==> src/hdl/sdlk_pkg.sv <==
// Shared types and constants for the SD card lock check sequencer.
// Used by sdlk_cfg, sdlk_seq and sd_spi_init_lock_check; no dependencies.
`timescale 1ns / 1ps
`default_nettype none

package sdlk_pkg;

    // Configuration register indexes
    localparam logic [2:0] CFG_WAKEUP_BYTES   = 3'd0;
    localparam logic [2:0] CFG_IDLE_ATTEMPTS  = 3'd1;
    localparam logic [2:0] CFG_INIT_ATTEMPTS  = 3'd2;
    localparam logic [2:0] CFG_RESPONSE_POLLS = 3'd3;
    localparam logic [2:0] CFG_BLOCK_LENGTH   = 3'd4;

    localparam int CFG_DATA_W = 16;

    // Register reset values
    localparam logic [7:0]  RST_WAKEUP_BYTES   = 8'd74;
    localparam logic [7:0]  RST_IDLE_ATTEMPTS  = 8'd16;
    localparam logic [15:0] RST_INIT_ATTEMPTS  = 16'd20000;
    localparam logic [3:0]  RST_RESPONSE_POLLS = 4'd10;
    localparam logic [12:0] RST_BLOCK_LENGTH   = 13'd512;

    // Request kinds
    localparam logic KIND_START = 1'b0;
    localparam logic KIND_BYTE  = 1'b1;

    // Verdict codes
    localparam logic [1:0] VERDICT_UNLOCKED = 2'd0;
    localparam logic [1:0] VERDICT_LOCKED   = 2'd1;
    localparam logic [1:0] VERDICT_NO_CARD  = 2'd2;

    // Card kinds
    localparam logic [1:0] CARD_UNKNOWN = 2'd0;
    localparam logic [1:0] CARD_SD_V1   = 2'd1;
    localparam logic [1:0] CARD_SDHC    = 2'd2;

    typedef struct packed {
        logic [7:0]  wakeup_bytes;
        logic [7:0]  idle_attempts;
        logic [15:0] init_attempts;
        logic [3:0]  response_polls;
        logic [12:0] block_length;
    } cfg_t;

    typedef struct packed {
        logic       kind;
        logic [7:0] rx_byte;
    } item_t;

    typedef struct packed {
        logic [7:0] tx_byte;
        logic       select_active;
        logic       finished;
        logic [1:0] verdict;
        logic [1:0] card_kind;
    } result_t;

endpackage

`default_nettype wire

==> src/hdl/sdlk_cfg.sv <==
// Configuration register file for the lock check sequencer.
// Depends on sdlk_pkg.
`timescale 1ns / 1ps
`default_nettype none

module sdlk_cfg
(
    input  wire logic                             clk,
    input  wire logic                             rst_n,
    input  wire logic                             wr_en,
    input  wire logic [2:0]                       wr_index,
    input  wire logic [sdlk_pkg::CFG_DATA_W-1:0]  wr_data,
    output sdlk_pkg::cfg_t                        cfg
);

    sdlk_pkg::cfg_t cfg_reg;
    sdlk_pkg::cfg_t cfg_next;

    always_comb
    begin
        cfg_next = cfg_reg;
        if (wr_en)
        begin
            case (wr_index)
                sdlk_pkg::CFG_WAKEUP_BYTES:   cfg_next.wakeup_bytes   = wr_data[7:0];
                sdlk_pkg::CFG_IDLE_ATTEMPTS:  cfg_next.idle_attempts  = wr_data[7:0];
                sdlk_pkg::CFG_INIT_ATTEMPTS:  cfg_next.init_attempts  = wr_data[15:0];
                sdlk_pkg::CFG_RESPONSE_POLLS: cfg_next.response_polls = wr_data[3:0];
                sdlk_pkg::CFG_BLOCK_LENGTH:   cfg_next.block_length   = wr_data[12:0];
                default:                      cfg_next = cfg_reg;
            endcase
        end
    end

    always_ff @(posedge clk or negedge rst_n)
    begin
        if (!rst_n)
        begin
            cfg_reg.wakeup_bytes   <= sdlk_pkg::RST_WAKEUP_BYTES;
            cfg_reg.idle_attempts  <= sdlk_pkg::RST_IDLE_ATTEMPTS;
            cfg_reg.init_attempts  <= sdlk_pkg::RST_INIT_ATTEMPTS;
            cfg_reg.response_polls <= sdlk_pkg::RST_RESPONSE_POLLS;
            cfg_reg.block_length   <= sdlk_pkg::RST_BLOCK_LENGTH;
        end
        else
        begin
            cfg_reg <= cfg_next;
        end
    end

    assign cfg = cfg_reg;

endmodule

`default_nettype wire

==> src/hdl/sdlk_seq.sv <==
// Sequencer state and next-byte logic: one step per request, a start command or a completed byte exchange.
// Depends on sdlk_pkg.
`timescale 1ns / 1ps
`default_nettype none

module sdlk_seq
(
    input  wire logic              clk,
    input  wire logic              rst_n,
    input  wire logic              step_en,
    input  wire sdlk_pkg::item_t   item,
    input  wire sdlk_pkg::cfg_t    cfg,
    output sdlk_pkg::result_t      result
);

    localparam logic [3:0] PH_DONE_CARD   = 4'd0;
    localparam logic [3:0] PH_DONE_NOCARD = 4'd1;
    localparam logic [3:0] PH_WAKE        = 4'd2;
    localparam logic [3:0] PH_IDLE_CMD    = 4'd3;
    localparam logic [3:0] PH_BLK1        = 4'd4;
    localparam logic [3:0] PH_IFCOND      = 4'd5;
    localparam logic [3:0] PH_BURN_HC     = 4'd6;
    localparam logic [3:0] PH_ACMD        = 4'd7;
    localparam logic [3:0] PH_OCR         = 4'd8;
    localparam logic [3:0] PH_BURN_SD     = 4'd9;
    localparam logic [3:0] PH_CMD1        = 4'd10;
    localparam logic [3:0] PH_BLK2        = 4'd11;
    localparam logic [3:0] PH_TAIL        = 4'd12;
    localparam logic [3:0] PH_STATUS      = 4'd13;
    localparam logic [3:0] PH_STAT2       = 4'd14;
    localparam logic [3:0] PH_STAT3       = 4'd15;

    // Command codes; bit 7 marks an application command needing the CMD55 prefix
    localparam logic [7:0] CMD_GO_IDLE   = 8'h40;
    localparam logic [7:0] CMD_SEND_OP   = 8'h41;
    localparam logic [7:0] CMD_IF_COND   = 8'h48;
    localparam logic [7:0] CMD_STATUS    = 8'h4D;
    localparam logic [7:0] CMD_BLOCK_LEN = 8'h50;
    localparam logic [7:0] CMD_APP_OP    = 8'h69;
    localparam logic [7:0] CMD_APP_CMD   = 8'h77;
    localparam logic [7:0] CMD_READ_OCR  = 8'h7A;
    localparam logic [7:0] CMD_ACMD41    = 8'hE9;

    localparam logic [7:0] CRC_GO_IDLE = 8'h95;
    localparam logic [7:0] CRC_IF_COND = 8'h87;
    localparam logic [7:0] FILL        = 8'hFF;

    localparam logic [31:0] ARG_IF_COND = 32'h0000_01AA;
    localparam logic [31:0] ARG_HCS     = 32'h4000_0000;

    logic [3:0]  phase_reg,   phase_next;
    logic [3:0]  frame_reg,   frame_next;
    logic [3:0]  poll_reg,    poll_next;
    logic [15:0] retry_reg,   retry_next;
    logic [7:0]  code_reg,    code_next;
    logic [31:0] arg_reg,     arg_next;
    logic        prefix_reg,  prefix_next;
    logic [1:0]  kind_reg,    kind_next;
    logic        locked_reg,  locked_next;
    logic [7:0]  last_reg,    last_next;
    logic        sel_reg,     sel_next;

    logic [7:0]  tx;
    logic [7:0]  act_code;
    logic [31:0] act_arg;
    logic        trailing;
    logic [3:0]  polls;
    logic [15:0] retry_inc;
    logic [3:0]  frame_inc;
    logic [7:0]  resp;
    logic        fin;
    logic        cmd_done;
    logic        do_start;
    logic [7:0]  st_code;
    logic [31:0] st_arg;
    logic        done;

    function automatic logic [7:0] frame_byte(input logic [3:0] idx, input logic [7:0] code,
                                              input logic [31:0] arg);
        logic [7:0] b;
        case (idx)
            4'd2:    b = code;
            4'd3:    b = arg[31:24];
            4'd4:    b = arg[23:16];
            4'd5:    b = arg[15:8];
            4'd6:    b = arg[7:0];
            default:
            begin
                if (code == CMD_GO_IDLE)
                    b = CRC_GO_IDLE;
                else if (code == CMD_IF_COND)
                    b = CRC_IF_COND;
                else
                    b = FILL;
            end
        endcase
        return b;
    endfunction

    assign act_code  = prefix_reg ? CMD_APP_CMD : {2'b01, code_reg[5:0]};
    assign act_arg   = prefix_reg ? 32'd0 : arg_reg;
    assign trailing  = (act_code == CMD_GO_IDLE) || (act_code == CMD_SEND_OP) ||
                       (act_code == CMD_BLOCK_LEN) || (act_code == CMD_APP_OP) ||
                       (act_code == CMD_APP_CMD);
    assign polls     = (cfg.response_polls == 4'd0) ? 4'd1 : cfg.response_polls;
    assign retry_inc = retry_reg + 16'd1;
    assign frame_inc = frame_reg + 4'd1;

    always_comb
    begin
        phase_next  = phase_reg;
        frame_next  = frame_reg;
        poll_next   = poll_reg;
        retry_next  = retry_reg;
        code_next   = code_reg;
        arg_next    = arg_reg;
        prefix_next = prefix_reg;
        kind_next   = kind_reg;
        locked_next = locked_reg;
        last_next   = last_reg;
        sel_next    = sel_reg;
        tx          = FILL;
        resp        = last_reg;
        fin         = 1'b0;
        cmd_done    = 1'b0;
        do_start    = 1'b0;
        st_code     = CMD_GO_IDLE;
        st_arg      = 32'd0;

        if (item.kind == sdlk_pkg::KIND_START)
        begin
            kind_next   = sdlk_pkg::CARD_UNKNOWN;
            locked_next = 1'b0;
            last_next   = FILL;
            prefix_next = 1'b0;
            frame_next  = 4'd0;
            poll_next   = 4'd0;
            phase_next  = PH_WAKE;
            retry_next  = 16'd1;
            sel_next    = 1'b0;
        end
        else
        begin
            case (phase_reg)
                PH_WAKE:
                begin
                    if (retry_reg >= {8'd0, cfg.wakeup_bytes})
                    begin
                        phase_next = PH_IDLE_CMD;
                        retry_next = 16'd0;
                        do_start   = 1'b1;
                    end
                    else
                    begin
                        retry_next = retry_inc;
                        sel_next   = 1'b0;
                    end
                end
                PH_IDLE_CMD, PH_BLK1, PH_IFCOND, PH_ACMD,
                PH_OCR, PH_CMD1, PH_BLK2, PH_STATUS:
                begin
                    if (frame_reg <= 4'd6)
                    begin
                        frame_next = frame_inc;
                        tx         = (frame_reg == 4'd0) ? FILL
                                                         : frame_byte(frame_inc, act_code, act_arg);
                        sel_next   = 1'b1;
                    end
                    else if (frame_reg == 4'd7)
                    begin
                        frame_next = 4'd8;
                        poll_next  = 4'd1;
                        sel_next   = 1'b1;
                    end
                    else
                    begin
                        fin = 1'b1;
                        if (frame_reg == 4'd8)
                        begin
                            last_next = item.rx_byte;
                            resp      = item.rx_byte;
                            if (item.rx_byte[7] && (poll_reg < polls))
                            begin
                                poll_next = poll_reg + 4'd1;
                                sel_next  = 1'b1;
                                fin       = 1'b0;
                            end
                            else if (trailing)
                            begin
                                frame_next = 4'd9;
                                sel_next   = 1'b0;
                                fin        = 1'b0;
                            end
                        end
                        if (fin)
                        begin
                            // prefix accepted: go on to the application command itself
                            if (prefix_reg && (resp <= 8'd1))
                            begin
                                prefix_next = 1'b0;
                                frame_next  = 4'd0;
                                poll_next   = 4'd0;
                                sel_next    = 1'b0;
                            end
                            else
                            begin
                                cmd_done = 1'b1;
                            end
                        end
                    end
                end
                PH_BURN_HC, PH_BURN_SD:
                begin
                    if (frame_reg < 4'd4)
                    begin
                        frame_next = frame_inc;
                    end
                    else if (phase_reg == PH_BURN_HC)
                    begin
                        phase_next = PH_ACMD;
                        retry_next = 16'd0;
                        do_start   = 1'b1;
                        st_code    = CMD_ACMD41;
                        st_arg     = ARG_HCS;
                    end
                    else
                    begin
                        phase_next = PH_CMD1;
                        retry_next = 16'd0;
                        do_start   = 1'b1;
                        st_code    = CMD_SEND_OP;
                    end
                end
                PH_TAIL:
                begin
                    phase_next = PH_STATUS;
                    do_start   = 1'b1;
                    st_code    = CMD_STATUS;
                end
                PH_STAT2:
                begin
                    locked_next = item.rx_byte[0];
                    phase_next  = PH_STAT3;
                end
                PH_STAT3:
                begin
                    phase_next = PH_DONE_CARD;
                    sel_next   = 1'b0;
                end
                default:
                begin
                    phase_next = phase_reg;
                end
            endcase
        end

        if (cmd_done)
        begin
            case (phase_reg)
                PH_IDLE_CMD:
                begin
                    if (resp == 8'd1)
                    begin
                        phase_next = PH_BLK1;
                        do_start   = 1'b1;
                        st_code    = CMD_BLOCK_LEN;
                        st_arg     = {19'd0, cfg.block_length};
                    end
                    else
                    begin
                        retry_next = retry_inc;
                        if (retry_inc >= {8'd0, cfg.idle_attempts})
                        begin
                            phase_next = PH_DONE_NOCARD;
                            sel_next   = 1'b0;
                        end
                        else
                        begin
                            do_start = 1'b1;
                        end
                    end
                end
                PH_BLK1:
                begin
                    phase_next = PH_IFCOND;
                    do_start   = 1'b1;
                    st_code    = CMD_IF_COND;
                    st_arg     = ARG_IF_COND;
                end
                PH_IFCOND:
                begin
                    if (resp == 8'd1)
                    begin
                        phase_next = PH_BURN_HC;
                        frame_next = 4'd1;
                    end
                    else
                    begin
                        phase_next = PH_OCR;
                        do_start   = 1'b1;
                        st_code    = CMD_READ_OCR;
                    end
                end
                PH_ACMD:
                begin
                    retry_next = retry_inc;
                    if ((resp == 8'd0) || (retry_inc >= cfg.init_attempts))
                    begin
                        kind_next  = sdlk_pkg::CARD_SDHC;
                        phase_next = PH_TAIL;
                    end
                    else
                    begin
                        do_start = 1'b1;
                        st_code  = CMD_ACMD41;
                        st_arg   = ARG_HCS;
                    end
                end
                PH_OCR:
                begin
                    if (resp == 8'd1)
                    begin
                        phase_next = PH_BURN_SD;
                        frame_next = 4'd1;
                    end
                    else
                    begin
                        phase_next = PH_CMD1;
                        retry_next = 16'd0;
                        do_start   = 1'b1;
                        st_code    = CMD_SEND_OP;
                    end
                end
                PH_CMD1:
                begin
                    retry_next = retry_inc;
                    do_start   = 1'b1;
                    if ((resp == 8'd0) || (retry_inc >= cfg.init_attempts))
                    begin
                        phase_next = PH_BLK2;
                        st_code    = CMD_BLOCK_LEN;
                        st_arg     = {19'd0, cfg.block_length};
                    end
                    else
                    begin
                        st_code = CMD_SEND_OP;
                    end
                end
                PH_BLK2:
                begin
                    kind_next  = sdlk_pkg::CARD_SD_V1;
                    phase_next = PH_TAIL;
                end
                default:
                begin
                    phase_next = PH_STAT2;
                end
            endcase
        end

        if (do_start)
        begin
            code_next   = st_code;
            arg_next    = st_arg;
            prefix_next = st_code[7];
            frame_next  = 4'd0;
            poll_next   = 4'd0;
            sel_next    = 1'b0;
        end
    end

    always_ff @(posedge clk or negedge rst_n)
    begin
        if (!rst_n)
        begin
            phase_reg  <= PH_DONE_CARD;
            frame_reg  <= 4'd0;
            poll_reg   <= 4'd0;
            retry_reg  <= 16'd0;
            code_reg   <= 8'd0;
            arg_reg    <= 32'd0;
            prefix_reg <= 1'b0;
            kind_reg   <= sdlk_pkg::CARD_UNKNOWN;
            locked_reg <= 1'b0;
            last_reg   <= FILL;
            sel_reg    <= 1'b0;
        end
        else if (step_en)
        begin
            phase_reg  <= phase_next;
            frame_reg  <= frame_next;
            poll_reg   <= poll_next;
            retry_reg  <= retry_next;
            code_reg   <= code_next;
            arg_reg    <= arg_next;
            prefix_reg <= prefix_next;
            kind_reg   <= kind_next;
            locked_reg <= locked_next;
            last_reg   <= last_next;
            sel_reg    <= sel_next;
        end
    end

    assign done = (phase_next == PH_DONE_CARD) || (phase_next == PH_DONE_NOCARD);

    always_comb
    begin
        result.card_kind = kind_next;
        if (done)
        begin
            result.tx_byte       = FILL;
            result.select_active = 1'b0;
            result.finished      = 1'b1;
            if (phase_next == PH_DONE_NOCARD)
                result.verdict = sdlk_pkg::VERDICT_NO_CARD;
            else
                result.verdict = locked_next ? sdlk_pkg::VERDICT_LOCKED
                                             : sdlk_pkg::VERDICT_UNLOCKED;
        end
        else
        begin
            result.tx_byte       = tx;
            result.select_active = sel_next;
            result.finished      = 1'b0;
            result.verdict       = sdlk_pkg::VERDICT_UNLOCKED;
        end
    end

endmodule

`default_nettype wire

==> src/hdl/sd_spi_init_lock_check.sv <==
// SD card lock check sequencer, SPI mode: top level with request and result registers.
// Depends on sdlk_pkg, sdlk_cfg and sdlk_seq.
`timescale 1ns / 1ps
`default_nettype none

// Each request is a start command or one completed SPI byte exchange; each gives exactly one
// result holding the next byte to send, the chip-select level and, once the sequence ends, the
// verdict. A request is taken while the request register is empty or being emptied; it waits
// there, the sequencer step runs between that register and the result register, and the result
// is registered once the result slot is free. The sustained rate is one request per cycle
// whenever the result side keeps taking results. Configuration writes take effect on the next
// cycle and are always accepted; write them only while no request is in flight.
module sd_spi_init_lock_check
(
    input  wire logic                            clk,
    input  wire logic                            rst_n,
    input  wire logic                            item_valid,
    output      logic                            item_ready,
    input  wire sdlk_pkg::item_t                 item,
    output      logic                            result_valid,
    input  wire logic                            result_ready,
    output sdlk_pkg::result_t                    result,
    input  wire logic                            cfg_valid,
    output      logic                            cfg_ready,
    input  wire logic [2:0]                      cfg_index,
    input  wire logic [sdlk_pkg::CFG_DATA_W-1:0] cfg_data
);

    sdlk_pkg::cfg_t    cfg;
    sdlk_pkg::item_t   item_reg;
    sdlk_pkg::result_t step_result;
    sdlk_pkg::result_t result_reg;
    logic              item_vld_reg, item_vld_next;
    logic              res_vld_reg,  res_vld_next;
    logic              advance;
    logic              step_en;
    logic              item_take;

    assign cfg_ready = 1'b1;

    sdlk_cfg u_cfg
    (
        .clk      (clk),
        .rst_n    (rst_n),
        .wr_en    (cfg_valid & cfg_ready),
        .wr_index (cfg_index),
        .wr_data  (cfg_data),
        .cfg      (cfg)
    );

    // result slot free or being emptied this cycle
    assign advance    = !res_vld_reg || result_ready;
    assign step_en    = advance && item_vld_reg;
    assign item_ready = !item_vld_reg || advance;
    assign item_take  = item_valid && item_ready;

    sdlk_seq u_seq
    (
        .clk     (clk),
        .rst_n   (rst_n),
        .step_en (step_en),
        .item    (item_reg),
        .cfg     (cfg),
        .result  (step_result)
    );

    always_comb
    begin
        item_vld_next = item_vld_reg;
        if (item_take)
            item_vld_next = 1'b1;
        else if (advance)
            item_vld_next = 1'b0;

        res_vld_next = res_vld_reg;
        if (advance)
            res_vld_next = item_vld_reg;
    end

    always_ff @(posedge clk or negedge rst_n)
    begin
        if (!rst_n)
        begin
            item_vld_reg <= 1'b0;
            res_vld_reg  <= 1'b0;
        end
        else
        begin
            item_vld_reg <= item_vld_next;
            res_vld_reg  <= res_vld_next;
        end
    end

    always_ff @(posedge clk)
    begin
        if (item_take)
            item_reg <= item;
        if (step_en)
            result_reg <= step_result;
    end

    assign result_valid = res_vld_reg;
    assign result       = result_reg;

endmodule

`default_nettype wire

==> config.mk <==
export PLATFORM = sky130hd
export DESIGN_NAME = sd_spi_init_lock_check
export DESIGN_NICKNAME = d
export VERILOG_FILES = /design/src/hdl/sdlk_pkg.sv /design/src/hdl/sdlk_cfg.sv /design/src/hdl/sdlk_seq.sv /design/src/hdl/sd_spi_init_lock_check.sv
export SDC_FILE = /design/constraint.sdc
export NUM_CORES = 1
export LEC_CHECK = 0
export BUFFER_PORTS_ARGS = -buffer_cell sky130_fd_sc_hd__buf_4
export CELL_PAD_IN_SITES_DETAIL_PLACEMENT = 1
export CELL_PAD_IN_SITES_GLOBAL_PLACEMENT = 2
export CORE_MARGIN = 2
export CORE_UTILIZATION = 39
export DETAILED_ROUTE_END_ITERATION = 8
export PLACE_DENSITY_LB_ADDON = 0.1
export SETUP_SLACK_MARGIN = 0.4
export SLEW_MARGIN = 5
export SYNTH_ARGS = -nofsm -noshare
export SYNTH_HDL_FRONTEND = slang
export SYNTH_SLANG_ARGS = --single-unit
==> constraint.sdc <==
create_clock -name clk -period 4.8 [get_ports clk]
set_input_delay 0.48 -clock clk [delete_from_list [all_inputs] [get_ports clk]]
set_output_delay 0.48 -clock clk [all_outputs]
set_load 0.01 [all_outputs]
# [Word level (Yosys, flattened, before mapping)]
# Cells that the tools add are included.
[totals] reg_bits=153 word_cells=253 out_inout_bits=17
[op_classes] eq_ne=41 n_addsub=3 reduce_logical=36 n_lt_le_gt_ge=7 n_bitwise=4 mux=136
[op_table] op="two-way mux 32 bit" n=8
[op_table] op="two-way mux 8 bit" n=19
[op_table] op="two-way mux 4 bit" n=33
[op_table] op="case mux 32 bit (4 select lines)" n=1
[op_table] op="two-way mux 16 bit" n=6
[op_table] op="equality test 8 x 7 -> 1 bit, second input constant" n=6
[op_table] op="case mux 16 bit (3 select lines)" n=1
[op_table] op="case mux 8 bit (6 select lines)" n=1
[op_table] op="two-way mux 1 bit" n=47
[op_table] op="case mux 8 bit (5 select lines)" n=1
[op_table] op="equality test 4 bit, second input constant" n=9
[op_table] op="equality test 4 x 3 -> 1 bit, second input constant" n=8
[op_table] op=">= comparator 16 x 8 -> 1 bit" n=2
[op_table] op="case mux 16 bit (2 select lines)" n=1
[op_table] op="two-way mux 31 bit" n=1
[op_table] op="case mux 4 bit (7 select lines)" n=1
[op_table] op="case mux 4 bit (5 select lines)" n=1
[op_table] op="adder 16 x 1 -> 16 bit, second input constant" n=1
[op_table] op="equality test 4 x 2 -> 1 bit, second input constant" n=4
[op_table] op=">= comparator 16 bit" n=1
[op_table] op="case mux 8 bit (2 select lines)" n=1
[op_table] op="logical NOT 4 bit" n=3
[op_table] op="AND reduction 2 bit" n=6
[op_table] op="two-way mux 2 bit" n=5
[op_table] op="35 further kinds" n=60

# [Depth between registers and ports, before layout]
# Gate-level depths: netlist of the first run.
[depth] word_depth=23 mapped_depth=17

# [By module]
# Synthesis of the first run repeated with hierarchy kept, for this count alone.
[unflattened] cells_unflattened=875 area_unflattened_um2=8399.3
[by_module_without_submodules] mod="sdlk_seq" cells_per_inst=735 area_per_inst_um2=5696.7 n_inst=1 seq_area_each_um2=1536.5
[by_module_without_submodules] mod="sdlk_cfg" cells_per_inst=107 area_per_inst_um2=1896.8 n_inst=1 seq_area_each_um2=1241.2
[by_module_without_submodules] mod="sd_spi_init_lock_check" cells_per_inst=33 area_per_inst_um2=805.8 n_inst=1 seq_area_each_um2=740.7

# [Worst setup path after synthesis of the first run]
# No wires, ideal clock.
[synth_path] path_type="register -> register" start="register u_seq.retry_reg[2]" end="register u_seq.code_reg[1]" required_ns=4.672 stages_incl_launch_ff=18 setup_ns=0.128 period_less_slack_ns=3.794 arrival_time_ns=3.667 slack_ns=1.006 cell_sequence="dfrtp_1 > buf_2 > and4_1 > nand2_1 > nor2_1 > and3_1 > xor2_1 > ha_1 > a211o_1 > a31oi_1 > or2_2 > o311ai_0 > and3_1 > nor3_1 > o31ai_4 > a21oi_4 > buf_6 > mux2_1"
[synth_via] elab_chain_cells=9
[synth_lines] item="start, declared" line_no="sdlk_seq.sv:54" text="logic [15:0] retry_reg, retry_next;"
[synth_lines] item="start signal, assigned" line_no="sdlk_seq.sv:393" text="retry_reg <= retry_next;"
[synth_lines] item="branches (longest 9 deep; another with adder 16 x 1 -> 16 bit)"
[synth_lines] item="end signal, assigned" line_no="sdlk_seq.sv:394" text="code_reg <= code_next;"
[synth_lines] item="end, declared" line_no="sdlk_seq.sv:55" text="logic [7:0] code_reg, code_next;"
# Several ways; the timed one is not identified.
# A chain may end at the register's enable or synchronous reset.

# [Worst setup path in the final report of the first run]
[layout_path] start="register u_seq.frame_reg[1]" end="register result_reg (netlist bit result[2]), data pin"
[layout_via] elab_chain_cells=19
[layout_lines] item="start, declared" line_no="sdlk_seq.sv:52" text="logic [3:0] frame_reg, frame_next;"
[layout_lines] item="start signal, assigned" line_no="sdlk_seq.sv:391" text="frame_reg <= frame_next;"
[layout_lines] item="equality test 4 bit" line_no="sdlk_seq.sv:178" text="if (frame_reg == 4'd8)"
[layout_lines] item="two-way mux 8 bit"
[layout_lines] item="two-way mux 8 bit" line_no="sdlk_seq.sv:169" text="else if (frame_reg == 4'd7)"
[layout_lines] item="two-way mux 8 bit (2 in a row)"
[layout_lines] item="two-way mux 8 bit" line_no="sdlk_seq.sv:130" text="if (item.kind == sdlk_pkg::KIND_START)"
[layout_lines] item="<= comparator 8 x 1 -> 1 bit or two-way mux 8 bit (tied branches)" line_no="sdlk_seq.sv:198, sdlk_seq.sv:169"
[layout_lines] item="logical AND 1 bit or two-way mux 8 bit (tied branches)" line_no="sdlk_seq.sv:198, sdlk_seq.sv:162"
[layout_lines] item="two-way mux 1 bit or two-way mux 8 bit (tied branches)" line_no="sdlk_seq.sv:198, sdlk_seq.sv:144"
[layout_lines] item="[2 not listed]"
[layout_lines] item="two-way mux 1 bit or logical OR 1 bit (tied branches)" line_no="sdlk_seq.sv:162, sdlk_seq.sv:307, sdlk_seq.sv:338"
[layout_lines] item="two-way mux 1 bit, or another cell as far along" line_no="sdlk_seq.sv:144" text="case (phase_reg)"
[layout_lines] item="two-way mux 1 bit or case mux 4 bit (7 select lines) (tied branches)" line_no="sdlk_seq.sv:130, sdlk_seq.sv:259"
[layout_lines] item="two-way mux 4 bit *" line_no="sdlk_seq.sv:257" text="if (cmd_done)"
[layout_lines] item="equality test 4 x 1 -> 1 bit or logical NOT 4 bit (tied branches)" line_no="sdlk_seq.sv:404, sdlk_seq.sv:414"
[layout_lines] item="logical OR 1 bit" line_no="sdlk_seq.sv:404" text="assign done = (phase_next == PH_DONE_CARD) || (phase_next == PH_DONE_NOCARD);"
[layout_lines] item="inverter 1 bit (no line)"
[layout_lines] item="OR reduction 2 bit (no line) *"
[layout_lines] item="end signal, assigned" line_no="sd_spi_init_lock_check.sv:99" text="result_reg <= step_result;"
[layout_lines] item="end, declared" line_no="sd_spi_init_lock_check.sv:32" text="sdlk_pkg::result_t result_reg;"
# Every way passes the cells marked *; elsewhere a longest branch is shown, timed or not. The select of a mux whose other input is x is not followed.

==> results of run 1 <==
## cells in the final DEF, fill, tap and decap left out, drive strengths merged, types with 17 or more instances in the layout
master / count
buf: 72
ha: 42
nor3: 17
nand3: 18
a21oi: 50
nand2: 107
clkbuf: 17
o21ai: 74
dfstp: 20
nor2: 59
inv: 71
mux2i: 20
mux2: 30
edfxtp: 23
dfrtp: 92
## worst reg2reg max path: stages, from the launching register on
cell and delay, ns:
dfrtp_1 0.50, inv_1 0.16, ha_1 0.20, and3b_1 0.47
nand4b_1 0.20, o21bai_1 0.40, or2_2 0.20, a211o_1 0.75
a31oi_1 0.14, a32oi_1 0.38, o2111ai_2 0.25, a2111oi_2 0.33
## area by class of cell
class                           instances  area (µm²)
Clock inverter                         15         228
Clock buffer                           17         425
Multi-Input combinational cell        651        4450
Fill cell                            2345       11300
Inverter                               66         248
Tap cell                              275         344
Timing Repair Buffer                   72         544
Sequential cell                       135        3520
## cells by family after synthesis
kind of cell	count (synthesis)
flops	135
buf+inv	108
simple gates	289
other cells	1
mux	50
xor+xnor	15
fa+ha+maj	42
compound gates	254
## synth_stat cells, types with 8 or more instances
master / number
a21o_1: 12
a21oi_1: 49
a31oi_1: 10
buf_2: 8
clkbuf_1: 29
dfrtp_1: 92
dfstp_2: 20
edfxtp_1: 23
ha_1: 42
inv_1: 64
mux2_2: 27
mux2i_1: 19
nand2_1: 106
nand2b_1: 10
nand3_1: 18
nand4_1: 10
nor2_1: 58
nor2b_1: 10
nor3_1: 15
nor4_1: 10
o21ai_0: 71
o22ai_1: 14
xnor2_1: 11
## metrics by stage
step	total power [mW]	hold WS, ns	instances	setup slack, ns	instance area, µm²
detailed placement	2.64	0.481	1198	0.343	9050
global placement	2.58	0.472	1198	0.566	9050
CTS	4.16	0.194	1230	0.476	9720
floorplan	2.25	0.184	894	1.01	8330
finish	4.13	0.161	1231	0.655	9760
global route	4.36	0.208	1231	0.394	9760
## how the worst min path moves through the flow
stage / slack, ns / to / depth (start not counted)
final: 0.16 / u_seq.arg_reg[9]$_DFFE_PN0P_ / 1
after global routing: 0.21 / u_seq.arg_reg[9]$_DFFE_PN0P_ / 1
after CTS: 0.19 / u_seq.arg_reg[9]$_DFFE_PN0P_ / 1
after detailed placement: 0.48 / u_seq.sel_reg$_DFFE_PN0P_ / 2
after global placement: 0.47 / u_seq.sel_reg$_DFFE_PN0P_ / 2
after floorplan: 0.18 / item_vld_reg$_DFFE_PN0P_ / 0
## per-layer routing
layer	global-route usage	wire length [µm]
met2	0.415	13200
met5	0	0
met4	0.0778	503
met3	0.0409	877
met1	0.341	12600
## power groups by stage
stage | Combinational [mW] | Sequential (mW) | Clock [mW]
3_5_place_dp | 1.06 | 1.58 | 0
5_1_grt | 1.22 | 1.60 | 1.54
4_1_cts | 1.09 | 1.57 | 1.50
6_report | 1.09 | 1.57 | 1.47
2_1_floorplan | 0.732 | 1.52 | 0
3_3_place_gp | 1.01 | 1.57 | 0
## repair_timing
| action | CTS | global route |
|---|---|---|
| resized for setup | 4 | 11 |
| setup buffers | 0 | 1 |
| setup endpoints to repair | 3 | 33 |
| hold endpoints to repair | 0 | 0 |
| pin swaps | 0 | 1 |
==> flow_summary.json, run 1 <==
{
  "ios": 50,
  "fmax_mhz": 241,
  "ant_nets": 0,
  "cp_cell_sequence": "inv_1, ha_1, and3b_1, nand4b_1, o21bai_1, or2_2, a211o_1, a31oi_1, a32oi_1, o2111ai_2, a2111oi_2",
  "p_int_mw": 2.68,
  "avgSynthCellArea_um2": 9.32,
  "synthArstFlopShare": 0.830,
  "seq_area_frac_synth": 0.422,
  "drc": 0,
  "place.gp.congestion": 0.901,
  "synth_top_family_by_area": "compound AO/OA/AOI/OAI gates",
  "ys_warn_count": 0,
  "hold_violations": 0,
  "netlist_area_um2": 8330,
  "core-area_um2": 21000,
  "htreeDepth": 4,
  "fin_util": 0.464,
  "yosys.area_share.simple": 0.172,
  "syn_nets": 969,
  "fin_crit_ns": 4.15,
  "critPathArrivalTime_ns": 4.38,
  "crit_start": "u_seq.frame_reg[1]$_DFFE_PN0P_",
  "worst_path_largest_cell_delay_ns": 0.75,
  "clockPowerShare": 0.356,
  "critPathTopFamily": "compound AO/OA/AOI/OAI gates",
  "synthXorXnorAreaFrac": 0.0158,
  "path_class": "reg -> reg",
  "p_leak_nw": 4.07,
  "ir_worst_vdd_mv": 0.206,
  "overflow": 0,
  "timing.final.max_slew_violations": 0,
  "initial_utilization": 0.396,
  "synthAdderAreaFrac": 0.0631,
  "grt_pass1_wl_um": 43600,
  "syn2layout_area_growth_pct": 17.2,
  "dr.pass1.iters": 7,
  "die_y_um": 150,
  "clk_pin_slew_ns": 0.07,
  "skew_ns": 0.0112,
  "clk_path_buf_depth": 2,
  "fin_crit_sh": 0.864,
  "io_buffer_count": 48,
  "status": "finished, final reports clean",
  "timing.rr.end": "result[2]$_SDFFCE_PP0P_",
  "synth_flop_cell": "dfrtp_1",
  "cts_hold_buffers": 0,
  "worst_pin_slew_ns": 0.987,
  "slowest_stage": "a211o_1",
  "cp_max_fo": 22,
  "hp-class": "in -> async",
  "reg2regPathDepth": 11,
  "fin_tns_setup_ns": 0,
  "p_comb_frac": 0.264,
  "nets": 1018,
  "required_ns": 5.04,
  "crit_path_end_kind": "flip-flop",
  "clockRootBuffer": "clkbuf_16",
  "worst-path-stages": 11,
  "die_w_um": 150,
  "path_buf_inv": 1,
  "grt_use_total": 0.252,
  "cts_buffers": 17,
  "drt_iter0_markers": 421,
  "reg2reg_from": "u_seq.frame_reg[1]$_DFFE_PN0P_",
  "viasPerCell": 5.83,
  "cts_tree": "done",
  "routedWlPerCell_um": 22.0,
  "rsz0062_at_grt": "no",
  "synth_edf_count": 23,
  "synth_area_leaders": "dfrtp_1, edfxtp_1, dfstp_2, ha_1, nand2_1",
  "reg2reg_slack_ns": 0.65,
  "hpwl_um": 19900,
  "grt_pass1_vias": 7704,
  "synth_cells": 894,
  "largest_register_ffs": 49,
  "switching_share": 0.351,
  "power_density_nw_per_um2": 423,
  "antenna_found_initial": 0,
  "vias": 7176,
  "yosys.area.top_type": "dfrtp_1",
  "relSlewSlack": 0.342,
  "cap_viol_max_count": 0,
  "cp-endpoint": "result[2]$_SDFFCE_PP0P_",
  "die-area_um2": 22500,
  "cts.sinks": 135,
  "synth_cell_types": 90,
  "cp-start-kind": "flip-flop",
  "seq_power_share": 0.380,
  "n_antenna_cell": 0,
  "yosysTopAreaCellShare": 0.276,
  "grt_max_degree": 67,
  "placement_rows": 53,
  "muxShareOfSynthArea": 0.0650,
  "synth_compound_area_frac": 0.210,
  "drt_wl_total_um": 27100,
  "p_sw_mw": 1.45,
  "setup-violations-final": 0,
  "drive_gt1_frac": 0.201,
  "ys_ff_latch": 135,
  "insertion_delay_ns": 0.43
}
No activity file was read; power rests on OpenSTA's default activity.
==> inputs of run 2 (changes only) <==
--- a/config.mk
+++ b/config.mk
@@ -5,11 +5,12 @@
 export SDC_FILE = /design/constraint.sdc
 export NUM_CORES = 1
 export LEC_CHECK = 0
+export ABC_AREA = 1
 export BUFFER_PORTS_ARGS = -buffer_cell sky130_fd_sc_hd__buf_4
 export CELL_PAD_IN_SITES_DETAIL_PLACEMENT = 1
 export CELL_PAD_IN_SITES_GLOBAL_PLACEMENT = 2
 export CORE_MARGIN = 2
-export CORE_UTILIZATION = 39
+export CORE_UTILIZATION = 36
 export DETAILED_ROUTE_END_ITERATION = 8
 export PLACE_DENSITY_LB_ADDON = 0.1
 export SETUP_SLACK_MARGIN = 0.4
==> run 2 against run 1 <==
First-iteration DRC count is 2.9% lower. Wire length is 1.9% lower. The flow now finishes with violations (hold timing). Maximum frequency up 12%. Critical endpoint is now u_seq.prefix_reg$_DFFE_PN0P_. Synthesized cell count is 28% higher. Highest routed layer unchanged. Clock-buffer cell count is 4 higher. Register-to-register slack gained 0.43 ns.
==> flow_summary.json, run 2 <==
{
  "worst_path_largest_cell_delay_ns": 0.51,
  "crit_path_end_kind": "flip-flop",
  "violations": "hold timing",
  "clockRootBuffer": "clkbuf_16",
  "clk_pin_slew_ns": 0.07,
  "setup-violations-final": 0,
  "synthTopCellsByCount": "nand2_1, inv_1, nor2_1, o21ai_0, dfrtp_1",
  "slowest_stage": "dfrtp_1",
  "placement_rows": 56,
  "reg2regPathDepth": 20,
  "cts.sinks": 135,
  "overflow": 0,
  "fin_crit_ns": 3.72,
  "post-place-ws_ns": 0.786,
  "cap_viol_max_count": 0,
  "relSlewSlack": 0.330,
  "die_w_um": 158,
  "fin_util": 0.419,
  "cts_hold_buffers": 0,
  "die_y_um": 158,
  "synth_flop_cell": "dfrtp_1",
  "grt_pass1_vias": 8027,
  "required_ns": 5.11,
  "syn_nets": 1221,
  "fin_crit_sh": 0.774,
  "die-area_um2": 24800,
  "avgSynthCellArea_um2": 7.41,
  "insertion_delay_ns": 0.44,
  "largest_register_ffs": 49,
  "rsz0062_at_grt": "no",
  "dpl_cell_area_um2": 9150,
  "synthArstFlopShare": 0.830,
  "htreeDepth": 4,
  "syn2layout_area_growth_pct": 15.1,
  "synth_cell_types": 55,
  "power_density_nw_per_um2": 445,
  "ios": 50,
  "grt_use_total": 0.227,
  "status": "complete, but fails checks",
  "path_class": "reg -> reg",
  "place.gp.congestion": 0.853,
  "drt_iter0_markers": 409,
  "ir_worst_vdd_mv": 0.212,
  "clk_path_buf_depth": 2,
  "power_mw": 4.35,
  "initial_utilization": 0.364,
  "path_common_cell": "nand2_1",
  "fin_tns_setup_ns": 0,
  "synth_area_leaders": "dfrtp_1, nand2_1, edfxtp_1, inv_1, dfstp_2",
  "n_antenna_cell": 0,
  "vias": 7707,
  "cts_tree": "done",
  "dpl.cell_count": 1491,
  "netlist_area_um2": 8490,
  "ant_nets": 0,
  "routedWlPerCell_um": 17.4,
  "drc": 0,
  "drt_wl_total_um": 26600,
  "worst_slack_ns": 1.08,
  "most-common-layout-cells": "nand2_1, inv_1, nor2_1, o21ai_0, dfrtp_1",
  "cp_max_fo": 24,
  "yosysTopAreaCellShare": 0.271,
  "io_buffer_count": 48,
  "seq_area_frac_synth": 0.414,
  "worst_pin_slew_ns": 1.00,
  "skew_ns": 0.0183,
  "holdWs_ns": -0.00417,
  "final_common_cell": "nand2_1",
  "cts_buffers": 17,
  "ys_ff_latch": 135,
  "synth.most_common_cell": "nand2_1",
  "hold_violations": 4,
  "yosys.area.top_type": "dfrtp_1",
  "synth_cells": 1146,
  "hp-class": "in -> async",
  "cp_cell_sequence": "nand2_1, nor2_1, nand2_1, xor2_1, inv_1, ha_1, nand4_1, inv_1, nand2_1, o211ai_1, nor2_1, nand2_1, nor2_1, nor2_1, nand3_2, nand2_4, nor2_8, inv_4, nand3_1, nand2_1",
  "drive_gt1_frac": 0.123,
  "p_leak_nw": 4.75,
  "fmax_mhz": 269,
  "cp-start-kind": "flip-flop",
  "grt_pass1_wl_um": 43200,
  "stdcell_area_um2": 9770,
  "critPathArrivalTime_ns": 4.02,
  "grt_max_degree": 49,
  "dr.pass1.iters": 4,
  "hpwl_um": 20300,
  "timing.final.max_slew_violations": 0,
  "core-area_um2": 23300,
  "synth_edf_count": 23,
  "antenna_found_initial": 0,
  "ys_warn_count": 0,
  "nets": 1270,
  "post_layout_nonfiller_instances": 1527,
  "viasPerCell": 5.05
}
run 2: cell types whose count changed after synthesis, moves of 11 or more:
cell	previous run	this run
o21ai_0	71	103
mux2i_1	19	0
inv_1	64	154
nand4_1	10	21
mux2_2	27	0
nand2_1	106	310
o21ai_1	1	16
nor2_1	58	103
nand3_1	18	77
clkbuf_1	29	15
a21o_1	12	0
run 2: routing by layer:
| layer | global-route usage | share of wire | vias up |
|---|---|---|---|
| li1 | - | - | 3846 |
| met4 | 0.0831 | 0.030 | 0 |
| met5 | 0 | 0 | - |
| met2 | 0.383 | 0.48 | 101 |
| met1 | 0.297 | 0.46 | 3724 |
| met3 | 0.0356 | 0.025 | 36 |
run 2: path summary, 6_finish.rpt:
path,slack [ns],from,endpoint
setup / recovery,1.08,u_seq.retry_reg[2]$_DFFE_PN0P_,u_seq.prefix_reg$_DFFE_PN0P_
hold / removal,-0.004,rst_n,u_seq.arg_reg[4]$_DFFE_PN0P_
setup reg to reg,1.08,u_seq.retry_reg[2]$_DFFE_PN0P_,u_seq.prefix_reg$_DFFE_PN0P_
hold reg to reg,0.47,u_seq.locked_reg$_DFFE_PN0P_,u_seq.locked_reg$_DFFE_PN0P_
max in group asynchronous,3.85,rst_n,u_seq.last_reg[0]$_DFFE_PN1P_
min in group clk,0.22,item[5],item_reg[5]$_DFFE_PP_
run 2: logic make-up (layout without fill, tap and decap cells):
family | Yosys count | in the layout | synth area share
other | 1 | 1 | 0.000442
flip-flops | 135 | 135 | 0.414
AND/OR/NAND/NOR | 552 | 552 | 0.281
buffers and inverters | 194 | 256 | 0.0915
XOR/XNOR | 8 | 8 | 0.00825
adder cells (fa/ha/maj) | 42 | 42 | 0.0619
AO/OA/AOI/OAI | 214 | 214 | 0.143
run 2: layout make-up:
type	count	area, µm²
clock buffers	21	483
well taps	319	399
repair buffers	58	435
multi-input cells	817	4200
inverters	166	626
clock inverters	11	110
flip-flops and latches	135	3520
fillers	2951	13600
run 2: timing repair:
| action | in CTS | in global routing |
|---|---|---|
| gates resized for setup | 0 | 1 |
| endpoints found under the setup margin | 0 | 5 |
| hold endpoints to repair | 0 | 0 |
| setup buffers | 0 | 4 |
run 2: power breakdown:
group	internal [mW]	total, mW	switching, mW	leakage [nW]
clock	0.784	1.35	0.564	0.278
combinational	0.485	1.46	0.975	2.88
sequential	1.37	1.54	0.168	1.60
run 2: critical path: cells and delay by family, from the launching register on:
kind                     cells  cell delay, ns
flip-flops                   1            0.51
AO/OA/AOI/OAI                1            0.09
adder cells (fa/ha/maj)      1            0.33
AND/OR/NAND/NOR             14            1.96
buffers and inverters        3            0.36
XOR/XNOR                     1            0.30
==> inputs of run 3 (changes only) <==
--- a/config.mk
+++ b/config.mk
@@ -5,12 +5,12 @@
 export SDC_FILE = /design/constraint.sdc
 export NUM_CORES = 1
 export LEC_CHECK = 0
-export ABC_AREA = 1
+export ABC_AREA = 0
 export BUFFER_PORTS_ARGS = -buffer_cell sky130_fd_sc_hd__buf_4
 export CELL_PAD_IN_SITES_DETAIL_PLACEMENT = 1
 export CELL_PAD_IN_SITES_GLOBAL_PLACEMENT = 2
 export CORE_MARGIN = 2
-export CORE_UTILIZATION = 36
+export CORE_UTILIZATION = 35
 export DETAILED_ROUTE_END_ITERATION = 8
 export PLACE_DENSITY_LB_ADDON = 0.1
 export SETUP_SLACK_MARGIN = 0.4
==> constraint.sdc (replaced) <==
create_clock -name clk -period 3.3 [get_ports clk]
set_input_delay 0.33 -clock clk [delete_from_list [all_inputs] [get_ports clk]]
set_output_delay 0.33 -clock clk [all_outputs]
set_load 0.01 [all_outputs]
==> run 3 against run 2 <==
The flow finishes with violations (setup timing). Sequential share of layout area is 5.6 points lower. Clock skew is 0.0049 ns lower. Non-clock buffer count is 137 higher. Register-to-register slack worse by 1.3 ns. Clock-buffer cell count is 4 lower. Total power is 48% higher. Wire length is 11% higher. Sequential cell count stayed put. Via count is 0.27% lower. First-iteration DRC count is 8.6% higher. Die area is 0.85% higher. Sequential power is 47% higher.
==> flow_summary.json, run 3 (synthesis results as in run 1) <==
{
  "cp-start-kind": "flip-flop",
  "grt_pass1_vias": 8143,
  "rsz0062_at_grt": "yes",
  "most-common-layout-cells": "buf_4, nand2_1, dfrtp_1",
  "hold_violations": 0,
  "cap_viol_max_count": 0,
  "clk_path_buf_depth": 2,
  "hp-class": "in -> reg",
  "dr.pass1.iters": 5,
  "dpl.cell_count": 1334,
  "path_class": "reg -> reg",
  "cts_buffers": 17,
  "worst_pin_slew_ns": 0.751,
  "syn2layout_area_growth_pct": 39.0,
  "post_layout_nonfiller_instances": 1398,
  "grt_max_degree": 52,
  "placement_rows": 56,
  "ant_nets": 0,
  "power_mw": 6.43,
  "hpwl_um": 21900,
  "fin_crit_sh": 1.06,
  "clockRootBuffer": "clkbuf_16",
  "min_to": "item_reg[7]$_DFFE_PP_",
  "drc": 0,
  "grt_pass1_wl_um": 46400,
  "crit_path_end_kind": "flip-flop",
  "holdPathStages": 1,
  "required_ns": 3.48,
  "n_antenna_cell": 0,
  "insertion_delay_ns": 0.43,
  "critPathArrivalTime_ns": 3.69,
  "drt_wl_total_um": 29500,
  "initial_utilization": 0.356,
  "p_leak_nw": 4.90,
  "die-area_um2": 25000,
  "worst_slack_ns": -0.213,
  "relSlewSlack": 0.499,
  "vias": 7686,
  "fillers": 2617,
  "grt_use_total": 0.245,
  "reg2regPathDepth": 15,
  "nets": 1141,
  "viasPerCell": 5.50,
  "status": "complete, but fails checks",
  "skew_ns": 0.0134,
  "largest_register_ffs": 49,
  "io_buffer_count": 48,
  "post-place-ws_ns": -0.365,
  "die_w_um": 158,
  "fin_util": 0.495,
  "dpl_cell_area_um2": 10000,
  "clk_pin_slew_ns": 0.07,
  "drive_gt1_frac": 0.369,
  "die_y_um": 158,
  "fmax_mhz": 285,
  "reg2reg_slack_ns": -0.21,
  "place.gp.congestion": 0.909,
  "cts_tree": "done",
  "setup-violations-final": 37,
  "drt_iter0_markers": 444,
  "htreeDepth": 4,
  "violations": "setup timing",
  "power_density_nw_per_um2": 555,
  "antenna_found_initial": 0,
  "stdcell_area_um2": 11600,
  "final_common_cell": "buf_4",
  "timing.final.max_slew_violations": 0,
  "hp-start": "item[7]",
  "timing.rr.end": "result[5]$_SDFFCE_PP0P_",
  "fin_crit_ns": 3.51,
  "routedWlPerCell_um": 21.1,
  "overflow": 0,
  "ios": 50,
  "cp_max_fo": 5,
  "ir_worst_vdd_mv": 0.334,
  "cts.sinks": 135,
  "core-area_um2": 23400,
  "reg2reg_from": "u_seq.retry_reg[0]$_DFFE_PN0P_"
}
run 3: timing repair:
| action | 4_1_cts | 5_1_grt |
|---|---|---|
| buffers inserted | 18 | 9 |
| pin swaps | 39 | 9 |
| hold endpoints to repair | 12 | 0 |
| hold buffers | 1 | 0 |
| gates resized for setup | 98 | 24 |
| endpoints found under the setup margin | 56 | 58 |
| gates cloned | 4 | 0 |
run 3: metrics by stage:
step                TNS, ns  hold slack [ns]
floorplan            -0.388           0.0344
global placement      -8.23            0.440
detailed placement    -9.37            0.448
CTS                   -5.05           0.0601
global route          -9.53           0.0572
finish                -4.57           0.0749
run 3: how the worst max path moves through the flow:
| stage | start | slack (ns) | endpoint | cells after the start |
|---|---|---|---|---|
| floorplan | u_seq.retry_reg[1]$_DFFE_PN0P_ | -0.12 | u_seq.code_reg[1]$_DFFE_PN0P_ | 14 |
| global placement | u_seq.retry_reg[1]$_DFFE_PN0P_ | -0.32 | u_seq.code_reg[0]$_DFFE_PN0P_ | 12 |
| detailed placement | u_seq.retry_reg[1]$_DFFE_PN0P_ | -0.37 | u_seq.code_reg[5]$_DFFE_PN0P_ | 15 |
| CTS | u_seq.retry_reg[0]$_DFFE_PN0P_ | -0.21 | result[2]$_SDFFCE_PP0P_ | 14 |
| global route | u_seq.retry_reg[0]$_DFFE_PN0P_ | -0.34 | result[5]$_SDFFCE_PP0P_ | 16 |
| finish | u_seq.retry_reg[0]$_DFFE_PN0P_ | -0.21 | result[5]$_SDFFCE_PP0P_ | 15 |
run 3: power by group:
group	internal, mW	switching (mW)	total (mW)
Sequential	2.04	0.227	2.26
Clock	1.16	0.891	2.05
Combinational	0.941	1.17	2.11
run 3: worst max-delay path: stages, from the launching register on:
cell and delay (ns):
dfrtp_2 0.43, ha_4 0.18, and4_4 0.22, nand4_1 0.17, xnor2_2 0.21, ha_2 0.20
a211o_1 0.30, a31oi_2 0.18, or2_4 0.15, o311ai_2 0.09, and3_4 0.21, buf_6 0.12
or2_4 0.26, o22ai_4 0.14, o2111ai_4 0.20, nor4b_2 0.21
run 3: final cells by class:
class                           instances  area (µm²)  area share
Clock buffer                           17         425      0.0367
Clock inverter                         15         201      0.0174
Sequential cell                       135        3520       0.304
Inverter                               66         248      0.0214
Multi-Input combinational cell        651        5130       0.443
Tap cell                              319         399      0.0345
Timing Repair Buffer                  195        1650       0.142
run 3: routing by layer:
layer | share of wire | vias up | track usage
li1 | - | 3614 | -
met1 | 0.46 | 3852 | 0.324
met2 | 0.48 | 178 | 0.413
met3 | 0.032 | 42 | 0.0376
met4 | 0.023 | 0 | 0.0764
met5 | 0 | - | 0
